$ cat config.mk
export PLATFORM = sky130hd
export DESIGN_NAME = gbc_detect
export DESIGN_NICKNAME = d
export VERILOG_FILES = /design/src/hdl/gbc_pkg.sv /design/src/hdl/gbc_detect.sv
export SDC_FILE = /design/constraint.sdc
export NUM_CORES = 1
export LEC_CHECK = 0
export BUFFER_PORTS_ARGS = -buffer_cell sky130_fd_sc_hd__buf_2
export CORE_MARGIN = 2
export CORE_UTILIZATION = 60
export CTS_BUF_LIST = sky130_fd_sc_hd__clkbuf_4
export DETAILED_ROUTE_END_ITERATION = 16
export GPL_ROUTABILITY_DRIVEN = 0
export HOLD_SLACK_MARGIN = 0.15
export PLACE_DENSITY_LB_ADDON = 0.25
export SLEW_MARGIN = 20
export SYNTH_ARGS = -nofsm -noshare
export SYNTH_HDL_FRONTEND = slang
export SYNTH_SLANG_ARGS = --single-unit
$ cat constraint.sdc
create_clock -name clk_i -period 18.8 [get_ports clk_i]
set_input_delay 5.64 -clock clk_i [delete_from_list [all_inputs] [get_ports clk_i]]
set_output_delay 5.64 -clock clk_i [all_outputs]
set_load 0.01 [all_outputs]
$ cat src/hdl/gbc_pkg.sv
// Package for the gyro bias calibration and motion detection block.
// Holds shared constants, types and the saturating-add and constant-divide helpers.
// No dependencies.
package gbc_pkg;

  // Calibration schedule
  localparam int SAMPLES_PER_GROUP = 10;
  localparam int NUM_GROUPS        = 10;

  // Field widths
  localparam int SAMPLE_W  = 16;
  localparam int OFS_W     = 32;
  localparam int FRAC_BITS = 8;
  localparam int THRESH_W  = 15;

  localparam logic [THRESH_W-1:0] THRESH_RESET = THRESH_W'(100);

  // Counter widths
  localparam int SIDX_W = $clog2(SAMPLES_PER_GROUP);
  localparam int GIDX_W = $clog2(NUM_GROUPS + 1);

  localparam logic [SIDX_W-1:0] SIDX_LAST = SIDX_W'(SAMPLES_PER_GROUP - 1);
  localparam logic [GIDX_W-1:0] GIDX_LAST = GIDX_W'(NUM_GROUPS - 1);

  // Divide by 10 (first group) or 11 (later groups) via reciprocal multiply.
  // recip = ceil(2^35 / d); exact floor for magnitudes up to 2^31.
  localparam int              RECIP_SHIFT = 35;
  localparam logic [31:0]     FIRST_RECIP = 32'd3435973837;
  localparam logic [31:0]     LATER_RECIP = 32'd3123612579;

  // Offsets handed from calibration to detection
  typedef struct packed {
    logic                    active;
    logic signed [OFS_W-1:0] x;
    logic signed [OFS_W-1:0] y;
    logic signed [OFS_W-1:0] z;
  } ofs_t;

  // One result item
  typedef struct packed {
    logic motion;
    logic led;
    logic calibrating;
    logic pending;
  } res_t;

  // Offset plus sample scaled to fixed point, saturated to OFS_W bits
  function automatic logic signed [OFS_W-1:0] sat_add(
    input logic signed [OFS_W-1:0]    ofs,
    input logic signed [SAMPLE_W-1:0] smp
  );
    logic signed [OFS_W:0] sum;
    sum = (OFS_W+1)'(ofs) + (OFS_W+1)'(signed'({smp, {FRAC_BITS{1'b0}}}));
    if (sum[OFS_W] != sum[OFS_W-1]) begin
      sat_add = sum[OFS_W] ? {1'b1, {(OFS_W-1){1'b0}}} : {1'b0, {(OFS_W-1){1'b1}}};
    end else begin
      sat_add = sum[OFS_W-1:0];
    end
  endfunction

  // Signed divide by 10 or 11, truncating toward zero
  function automatic logic signed [OFS_W-1:0] div_const(
    input logic signed [OFS_W-1:0] n,
    input logic                    later
  );
    logic [OFS_W-1:0] mag;
    logic [31:0]      recip;
    logic [63:0]      prod;
    logic [OFS_W-1:0] quo;
    mag   = n[OFS_W-1] ? (~n + 1'b1) : n;
    recip = later ? LATER_RECIP : FIRST_RECIP;
    prod  = {32'b0, mag} * {32'b0, recip};
    quo   = OFS_W'(prod[63:RECIP_SHIFT]);
    div_const = n[OFS_W-1] ? (~quo + 1'b1) : quo;
  endfunction

endpackage

$ cat src/hdl/gbc_detect.sv
// Motion detection: per-axis threshold compare, two-sample confirm, LED level.
// Holds the threshold register. Depends on gbc_pkg.
module gbc_detect (
  input  logic                                clk_i,
  input  logic                                rst_ni,
  input  logic                                cfg_we_i,
  input  logic [gbc_pkg::THRESH_W-1:0]        cfg_data_i,
  input  logic                                step_i,
  input  logic signed [gbc_pkg::SAMPLE_W-1:0] gyro_x_i,
  input  logic signed [gbc_pkg::SAMPLE_W-1:0] gyro_y_i,
  input  logic signed [gbc_pkg::SAMPLE_W-1:0] gyro_z_i,
  input  gbc_pkg::ofs_t                       ofs_i,
  output gbc_pkg::res_t                       res_o
);

  localparam int DEV_W = gbc_pkg::OFS_W + 2;

  logic [gbc_pkg::THRESH_W-1:0] thresh_q;
  logic                         armed_q, armed_d;
  logic                         led_q, led_d;
  logic signed [DEV_W-1:0]      limit;
  logic                         hit;

  // Deviation of sample above offset, both in fixed point
  function automatic logic exceeds(
    input logic signed [gbc_pkg::SAMPLE_W-1:0] smp,
    input logic signed [gbc_pkg::OFS_W-1:0]    ofs,
    input logic signed [DEV_W-1:0]             lim
  );
    logic signed [DEV_W-1:0] dev;
    dev = DEV_W'(signed'({smp, {gbc_pkg::FRAC_BITS{1'b0}}})) - DEV_W'(ofs);
    exceeds = (dev > lim);
  endfunction

  assign limit = DEV_W'(signed'({1'b0, thresh_q, {gbc_pkg::FRAC_BITS{1'b0}}}));
  assign hit   = exceeds(gyro_x_i, ofs_i.x, limit) ||
                 exceeds(gyro_y_i, ofs_i.y, limit) ||
                 exceeds(gyro_z_i, ofs_i.z, limit);

  // Confirmation state and result fields
  always_comb begin
    armed_d           = armed_q;
    led_d             = led_q;
    res_o.motion      = 1'b0;
    res_o.pending     = 1'b0;
    res_o.calibrating = ofs_i.active;
    if (!ofs_i.active) begin
      if (armed_q) begin
        armed_d = 1'b0;
        if (hit) begin
          res_o.motion = 1'b1;
          led_d        = 1'b1;
        end
      end else if (hit) begin
        armed_d       = 1'b1;
        res_o.pending = 1'b1;
      end else begin
        led_d = 1'b0;
      end
    end
    res_o.led = led_d;
  end

  always_ff @(posedge clk_i or negedge rst_ni) begin
    if (!rst_ni) begin
      armed_q <= 1'b0;
      led_q   <= 1'b0;
    end else if (step_i) begin
      armed_q <= armed_d;
      led_q   <= led_d;
    end
  end

  always_ff @(posedge clk_i or negedge rst_ni) begin
    if (!rst_ni) begin
      thresh_q <= gbc_pkg::THRESH_RESET;
    end else if (cfg_we_i) begin
      thresh_q <= cfg_data_i;
    end
  end

endmodule

* Word level (Yosys, flattened, before mapping) *
Index checks and enable logic that the tools add are counted.
Widths: inputs -> output; s select.

operators by class
  $lt $le $gt $ge = 3
  multiplexer cells = 9
  bitwise gates (word level) = 1
  add/sub/neg operators = 3
  reduce and logical (&&, ||, !) cells = 3

operators by type and width
  cell              count
  $gt 33x24->1      3
  $sub 24x32->33    3
  $mux 1            9
  $logic_or 1x1->1  2
  $reduce_and 2->1  1
  $not 1->1         1

storage, ports and cells
  word-level logic and storage cells = 22
  flip-flop bits (word level) = 17

* Longest topological paths before layout *
Gate-level depths: netlist (run 1).

  word-level depth = 7
  gate-level depth with buffers = 24

* Worst setup path after synthesis (run 1) *
Ideal clock, no wire load.

  path type = input to output
  from = input ofs_i[11] (netlist name)
  to = output res_o[2] (netlist name)
  path buffers = 1
  setup slack = 3.580 ns
  cell stages on the path = 24
  arrival time = 9.580 ns
  path through = inv_1 > ha_1 > a211o_1 > o211ai_1 > a31oi_1 > nand2b_1 > and2_1 > o21a_1 > o21a_1 > o21a_1 > nor2_1 > xnor2_1 > ha_1 > and3_1 > a221oi_1 > a21oi_1 > o21ai_0 > nand4_1 > nor3_1 > nand4b_1 > a221oi_2 > o21bai_1 > nand2_1 > buf_4

on the way
  word-level cells in the longest chain between the ends = 6

ends and longest elaborated chain
  what                       line                                text
  start, declared            gbc_detect.sv:12                    input gbc_pkg::ofs_t ofs_i,
  $sub 24x32->33 (*)         gbc_detect.sv:31                    dev = DEV_W'(signed'({smp, {gbc_pkg::FRAC_BITS{1'b0}}})) - DEV_W'(ofs);
  $gt 33x24->1 (*)           gbc_detect.sv:32                    exceeds = (dev > lim);
  $logic_or 1x1->1 (*)       gbc_detect.sv:37                    exceeds(gyro_y_i, ofs_i.y, limit) ||
  $mux 1 (on tied branches)  gbc_detect.sv:54, gbc_detect.sv:50
  $mux 1 (*)                 gbc_detect.sv:48                    if (armed_q) begin
  $mux 1 (*)                 gbc_detect.sv:47                    if (!ofs_i.active) begin
  end, declared              gbc_detect.sv:13                    output gbc_pkg::res_t res_o

Mark *: on every way between the ends. The rest lies on a longest branch, timed or not.

==> results.sh, run 1 <==
export IMPL_grt_ovfl_total=0
export IMPL_io_buffers=167
export IMPL_htree_levels=1
export IMPL_critical_path_required_ns=13.16
export IMPL_skew_ns=0.0113
export IMPL_ir_worst_vdd_uv=24.8
export IMPL_post_cts_buffers=0
export IMPL_antenna_found_initial=1
export IMPL_grt_max_degree=30
export IMPL_synth_top_area_cell="ha_1"
export IMPL_drtIter0Drc=363
export IMPL_cp_data_arrival_time_ns=10.22
export IMPL_maxSlewHeadroom=0.483
export IMPL_status="finished, final reports clean"
export IMPL_vias=6927
export IMPL_die_h_um=106
export IMPL_fin_crit_sh=0.843
export IMPL_synth_async_reset_ratio=1.00
export IMPL_rsz0062_at_grt="false"
export IMPL_cts_sinks=17
export IMPL_synth_seq_cells=17
export IMPL_dp_hpwl_um=13500
export IMPL_fmaxAchievable_mhz=63.1
export IMPL_final_min_clock_period_ns=15.86
export IMPL_worst_pin_slew_ns=0.770
export IMPL_powerDensity_mw_per_mm2=43.5
export IMPL_drive_above_1_share=0.192
export IMPL_hold_buffers=0
export IMPL_area_growth_pct=15.0
export IMPL_clk_transition_reported_paths_ns=0.10
export IMPL_grt_pass1_vias=6318
export IMPL_critical_path_class="primary input to primary output"
export IMPL_syn_inst=884
export IMPL_die_area_sq_mm=0.0112
export IMPL_cp_slowest_stage_delay_ns=0.42
export IMPL_synth_area_sq_mm=0.00620
export IMPL_r2r_start="thresh_q[2]$_DFFE_PN1P_"
export IMPL_hold_class="flip-flop to flip-flop"
export IMPL_hold_end="led_q$_DFFE_PN0P_"
export IMPL_die_w_um=106
export IMPL_crit_top_cell="o21a_1"
export IMPL_grt_pass1_wl_um=26600
export IMPL_syn_nets=1165
export IMPL_cp_max_fo=6
export IMPL_maxCapViolCount=0
export IMPL_r2r_end="armed_q$_DFFE_PN0P_"
export IMPL_ys_flop_type="dfrtp_1"
export IMPL_cts_buffers=3
export IMPL_ant_nets=0
export IMPL_clk_latency_ns=0.30
export IMPL_cts_resized=0
export IMPL_drcViolationCount=0
export IMPL_cp_end_kind="primary output"
export IMPL_synth_warnings=0
export IMPL_finalNetCount=1310
export IMPL_initial_core_util=0.608
export IMPL_vias_per_cell=5.94
export IMPL_synth_top_area_share=0.236
export IMPL_wl_per_cell_um=13.7
export IMPL_root_buffer="clkbuf_4"
export IMPL_reg2reg_depth=12
export IMPL_final_setup_viol_count=0
export IMPL_syn_avg_cell_area_sq_um=7.01
export IMPL_synth_seq_area_share=0.0693
export IMPL_hold_violations=0
export IMPL_core_area_sq_mm=0.0102
export IMPL_synth_edf_count=0
export IMPL_rows=37
export IMPL_worstPathCellList="buf_2, ha_1, and4_1, a21oi_1, a31oi_1, nand2b_1, and2_1, o21a_1, o21a_1, o21a_1, nor2_1, xnor2_1, ha_1, and3_1, a221oi_1, a21oi_1, o21ai_0, nand4_1, nor3_1, nand4b_1, a221oi_2, o21bai_1, nand2_1, buf_2"
export IMPL_hp_start="led_q$_DFFE_PN0P_"
export IMPL_r2r_slack_ns=15.14
export IMPL_drt_wl_total_um=16000
export IMPL_cp_slowest_cell="a221oi_2"
export IMPL_cts_tree="done"
export IMPL_grtUsageTotal=0.278
export IMPL_placed_area_sq_mm=0.00709
export IMPL_p_leak_nw=3.66
export IMPL_synthDistinctLibCells=71
export IMPL_setup_tns_ns=0
export IMPL_min_path_cells=2
export IMPL_yosys_top_cells_area="ha_1 24%, a21oi_1 7.0%, inv_1 6.3%"
export IMPL_design_area_sq_mm=0.00713
export IMPL_maxSlewViolCount=0
export IMPL_cp_start_kind="primary input"
export IMPL_cts_buffer_depth=2
export IMPL_dr_pass1_iters=5
export IMPL_pin_count=168
-- cells by family (layout without fill, tap and decap cells) --
kind of cell / after synthesis / after routing / share of synthesized area
compound gates: 279 / 279 / 0.289
xor+xnor: 48 / 48 / 0.0678
fa+ha+maj: 117 / 117 / 0.236
buf+inv: 131 / 275 / 0.0810
mux: 11 / 11 / 0.0184
other cells: 0 / 2 / 0
flops: 17 / 17 / 0.0693
simple gates: 281 / 281 / 0.239
-- area by class of cell --
cell class,count,area [sq um]
well taps,136,170
inverters,104,390
flip-flops and latches,17,429
repair buffers,167,836
clock buffers,3,22.5
fillers,956,3060
diodes,2,5.00
multi-input cells,736,5270
clock inverters,1,7.51
-- placed cells by master, fill, tap and decap left out, drive strengths merged, types with 8 or more instances in the layout --
cell type	Yosys	final
nand2	73	73
nor2b	13	13
o21ai	62	62
nor4	10	10
and3	14	14
a31oi	16	16
xor2	13	13
a21oi	88	88
o21bai	9	9
ha	117	117
o211ai	9	9
a21o	27	27
nand4	23	23
inv	104	104
buf	4	167
a211oi	11	11
mux2i	8	8
nand3	32	32
nor2	50	50
dfrtp	14	14
xnor2	35	35
nand2b	11	11
o21a	10	10
nor3	19	19
-- per-stage QoR --
| step | total power [mW] | instances | hold WS (ns) | utilization | setup slack (ns) |
|---|---|---|---|---|---|
| after CTS | 0.307 | 1164 | 0.587 | 0.699 | 3.01 |
| after global routing | 0.343 | 1166 | 0.653 | 0.700 | 2.54 |
| after global placement | 0.280 | 1160 | 0.562 | 0.696 | 3.14 |
| after floorplan | 0.223 | 884 | 0.509 | - | 3.58 |
| after detailed placement | 0.286 | 1160 | 0.565 | 0.696 | 3.02 |
| final | 0.310 | 1166 | 0.592 | 0.700 | 2.94 |
-- worst max path at each step --
stage / start / end / slack (ns) / depth (start not counted)
after detailed placement: gyro_z_i[5] / res_o[2] / 3.02 / 24
final: gyro_z_i[5] / res_o[2] / 2.94 / 24
after CTS: gyro_z_i[5] / res_o[2] / 3.01 / 24
after floorplan: ofs_i[11] / res_o[2] / 3.58 / 24
after global routing: gyro_z_i[3] / res_o[2] / 2.54 / 24
after global placement: gyro_z_i[5] / res_o[2] / 3.14 / 24
-- sequential cells by signal (all words and copies together) (netlist names) --
signal / count
led_q: 1
armed_q: 1
thresh_q: 15
-- metal layers --
metal,global-route usage,vias up,share of wire
li1,-,3545,-
met1,0.353,3125,0.44
met2,0.496,227,0.48
met3,0.0396,30,0.059
met4,0.0639,0,0.021
met5,0,-,0
-- power by group --
part	total (mW)	internal (mW)	switching (mW)
Combinational	0.246	0.109	0.136
Clock	0.0206	0.00811	0.0125
Sequential	0.0438	0.0410	0.00282
Total	0.310	0.158	0.152
-- critical path, delay by kind of cell --
kind,cells,cell delay (ns)
AO/OA/AOI/OAI,10,2.11
AND/OR/NAND/NOR,9,1.49
adder cells (fa/ha/maj),2,0.63
buffers and inverters,2,0.23
XOR/XNOR,1,0.13
-- cells in the mapped netlist, drive strengths merged, types with 8 or more instances --
cell type,number
ha,117
inv,104
a21oi,88
nand2,73
o21ai,62
nor2,50
xnor2,35
nand3,32
a21o,27
clkbuf,23
nand4,23
nor3,19
a31oi,16
and3,14
dfrtp,14
nor2b,13
xor2,13
a211oi,11
nand2b,11
nor4,10
o21a,10
o211ai,9
o21bai,9
mux2i,8
Note: power is estimated with default switching activity, not from simulation.
==> run 2: changes to the inputs <==
Settings changed: CORE_UTILIZATION 60 to 51.
Clock period 18.8 ns to 13.6 ns, I/O delays scaled along.
==> results.sh, run 2 (same netlist as run 1, synthesis figures left out) <==
export IMPL_finalNetCount=1310
export IMPL_grt_max_degree=30
export IMPL_design_area_sq_mm=0.00713
export IMPL_regMostFlops="thresh_q"
export IMPL_critical_path_class="primary input to primary output"
export IMPL_skew_ns=0.00318
export IMPL_cts_tree="done"
export IMPL_grtUsageTotal=0.245
export IMPL_die_w_um=114
export IMPL_initial_core_util=0.520
export IMPL_reg2reg_depth=12
export IMPL_hold_class="flip-flop to flip-flop"
export IMPL_cp_end_kind="primary output"
export IMPL_maxSlewViolCount=0
export IMPL_power_mw=0.428
export IMPL_cp_endpoint="res_o[3]"
export IMPL_drcViolationCount=0
export IMPL_grt_ovfl_total=0
export IMPL_seq_power_share=0.144
export IMPL_clk_transition_reported_paths_ns=0.10
export IMPL_final_cell_mix="167 x buf_2, 117 x ha_1, 104 x inv_1"
export IMPL_ir_worst_vdd_uv=26.6
export IMPL_io_buffers=167
export IMPL_cts_buffer_depth=2
export IMPL_hold_violations=0
export IMPL_grt_pass1_vias=6075
export IMPL_p_sw_frac=0.491
export IMPL_vias=6819
export IMPL_worst_pin_slew_ns=0.707
export IMPL_placed_area_sq_mm=0.00711
export IMPL_drtIter0Drc=349
export IMPL_hold_buffers=0
export IMPL_r2r_end="armed_q$_DFFE_PN0P_"
export IMPL_drive_above_1_share=0.192
export IMPL_cts_buffers=3
export IMPL_critical_path_required_ns=9.52
export IMPL_cp_data_arrival_time_ns=8.76
export IMPL_grt_pass1_wl_um=27000
export IMPL_pre_cts_slack_ns=0.847
export IMPL_area_growth_pct=15.1
export IMPL_ant_nets=0
export IMPL_antenna_found_initial=0
export IMPL_cp_start_kind="primary input"
export IMPL_post_cts_buffers=0
export IMPL_die_h_um=114
export IMPL_maxSlewHeadroom=0.522
export IMPL_r2r_slack_ns=9.89
export IMPL_largest_reg_flops=15
export IMPL_maxCapViolCount=0
export IMPL_setup_tns_ns=0
export IMPL_core_area_sq_mm=0.0119
export IMPL_combPwrFrac=0.794
export IMPL_powerDensity_mw_per_mm2=60.0
export IMPL_rows=40
export IMPL_status="finished, final reports clean"
export IMPL_pin_count=168
export IMPL_dp_hpwl_um=14000
export IMPL_top_regs="thresh_q (15), armed_q (1), led_q (1)"
export IMPL_fmaxAchievable_mhz=77.9
export IMPL_clockPowerShare=0.062
export IMPL_cts_resized=0
export IMPL_r2r_start="thresh_q[6]$_DFFE_PN1P_"
export IMPL_htree_levels=1
export IMPL_drt_wl_total_um=16300
export IMPL_p_leak_nw=3.66
export IMPL_crit_path_start="gyro_z_i[3]"
export IMPL_dr_pass1_iters=5
export IMPL_final_common_cell="buf_2"
export IMPL_final_min_clock_period_ns=12.84
export IMPL_power_internal_mw=0.218
export IMPL_cp_max_fo=6
export IMPL_vias_per_cell=5.80
export IMPL_antenna_cells=0
export IMPL_final_setup_viol_count=0
export IMPL_root_buffer="clkbuf_4"
export IMPL_rsz0062_at_grt="false"
export IMPL_clk_latency_ns=0.28
export IMPL_fill_cells=1142
export IMPL_power_switching_mw=0.210
export IMPL_cts_sinks=17
export IMPL_setup_slack_ns=0.760
export IMPL_wl_per_cell_um=13.8
export IMPL_fin_crit_sh=0.944
export IMPL_die_area_sq_mm=0.0130
-- run 2: critical path, stage by stage --
cell and delay, ns:
buf_2 0.10, ha_1 0.36, a211o_1 0.32, o211ai_1 0.14, a31oi_1 0.16, nand2b_1 0.17
and2_1 0.19, o21a_1 0.20, o21a_1 0.20, o21a_1 0.19, nor2_1 0.11, xnor2_1 0.14
ha_1 0.26, and3_1 0.21, a221oi_1 0.25, a21oi_1 0.10, o21ai_0 0.25, nand4_1 0.13
nor3_1 0.19, nand4b_1 0.17, a221oi_2 0.48, and2b_1 0.24, buf_2 0.13
-- run 2: metrics by stage --
stage,utilization,hold WS [ns],std cells
after detailed placement,0.597,0.589,1171
final,0.599,0.617,1175
after global routing,0.599,0.638,1175
after CTS,0.599,0.620,1175
after global placement,0.597,0.592,1171
after floorplan,-,0.509,884
-- run 2: metal layers --
metal | global-route usage | vias up | routed length (um)
met5 | 0 | - | 0
met4 | 0.0577 | 0 | 327
met3 | 0.0132 | 27 | 727
met2 | 0.423 | 188 | 7440
met1 | 0.337 | 3070 | 7760
li1 | - | 3534 | -
-- run 2: worst min-delay path by stage --
stage,from,end,slack (ns),cells past startpoint
2_1_floorplan,led_q$_DFFE_PN0P_,led_q$_DFFE_PN0P_,0.51,2
3_3_place_gp,thresh_q[11]$_DFFE_PN0P_,thresh_q[11]$_DFFE_PN0P_,0.59,2
3_5_place_dp,led_q$_DFFE_PN0P_,led_q$_DFFE_PN0P_,0.59,2
4_1_cts,led_q$_DFFE_PN0P_,led_q$_DFFE_PN0P_,0.62,2
5_1_grt,thresh_q[1]$_DFFE_PN0P_,thresh_q[1]$_DFFE_PN0P_,0.64,2
6_report,thresh_q[1]$_DFFE_PN0P_,thresh_q[1]$_DFFE_PN0P_,0.62,2
-- run 2: area by class of cell --
type | instances | area, sq um | area share
clock buffer | 3 | 22.5 | 0.00316
inverter | 104 | 390 | 0.0547
multi-input combinational | 736 | 5270 | 0.738
clock inverter | 1 | 5.00 | 0.000702
timing repair buffer | 167 | 836 | 0.117
tap | 147 | 184 | 0.0258
sequential | 17 | 429 | 0.0602
-- run 2: power by group through the flow --
stage	registers, mW	logic (mW)	clock network [mW]
after floorplan	0.0604	0.248	0
after global placement	0.0616	0.331	0
after detailed placement	0.0621	0.336	0
after CTS	0.0611	0.338	0.0268
after global routing	0.0617	0.386	0.0289
final	0.0616	0.340	0.0266
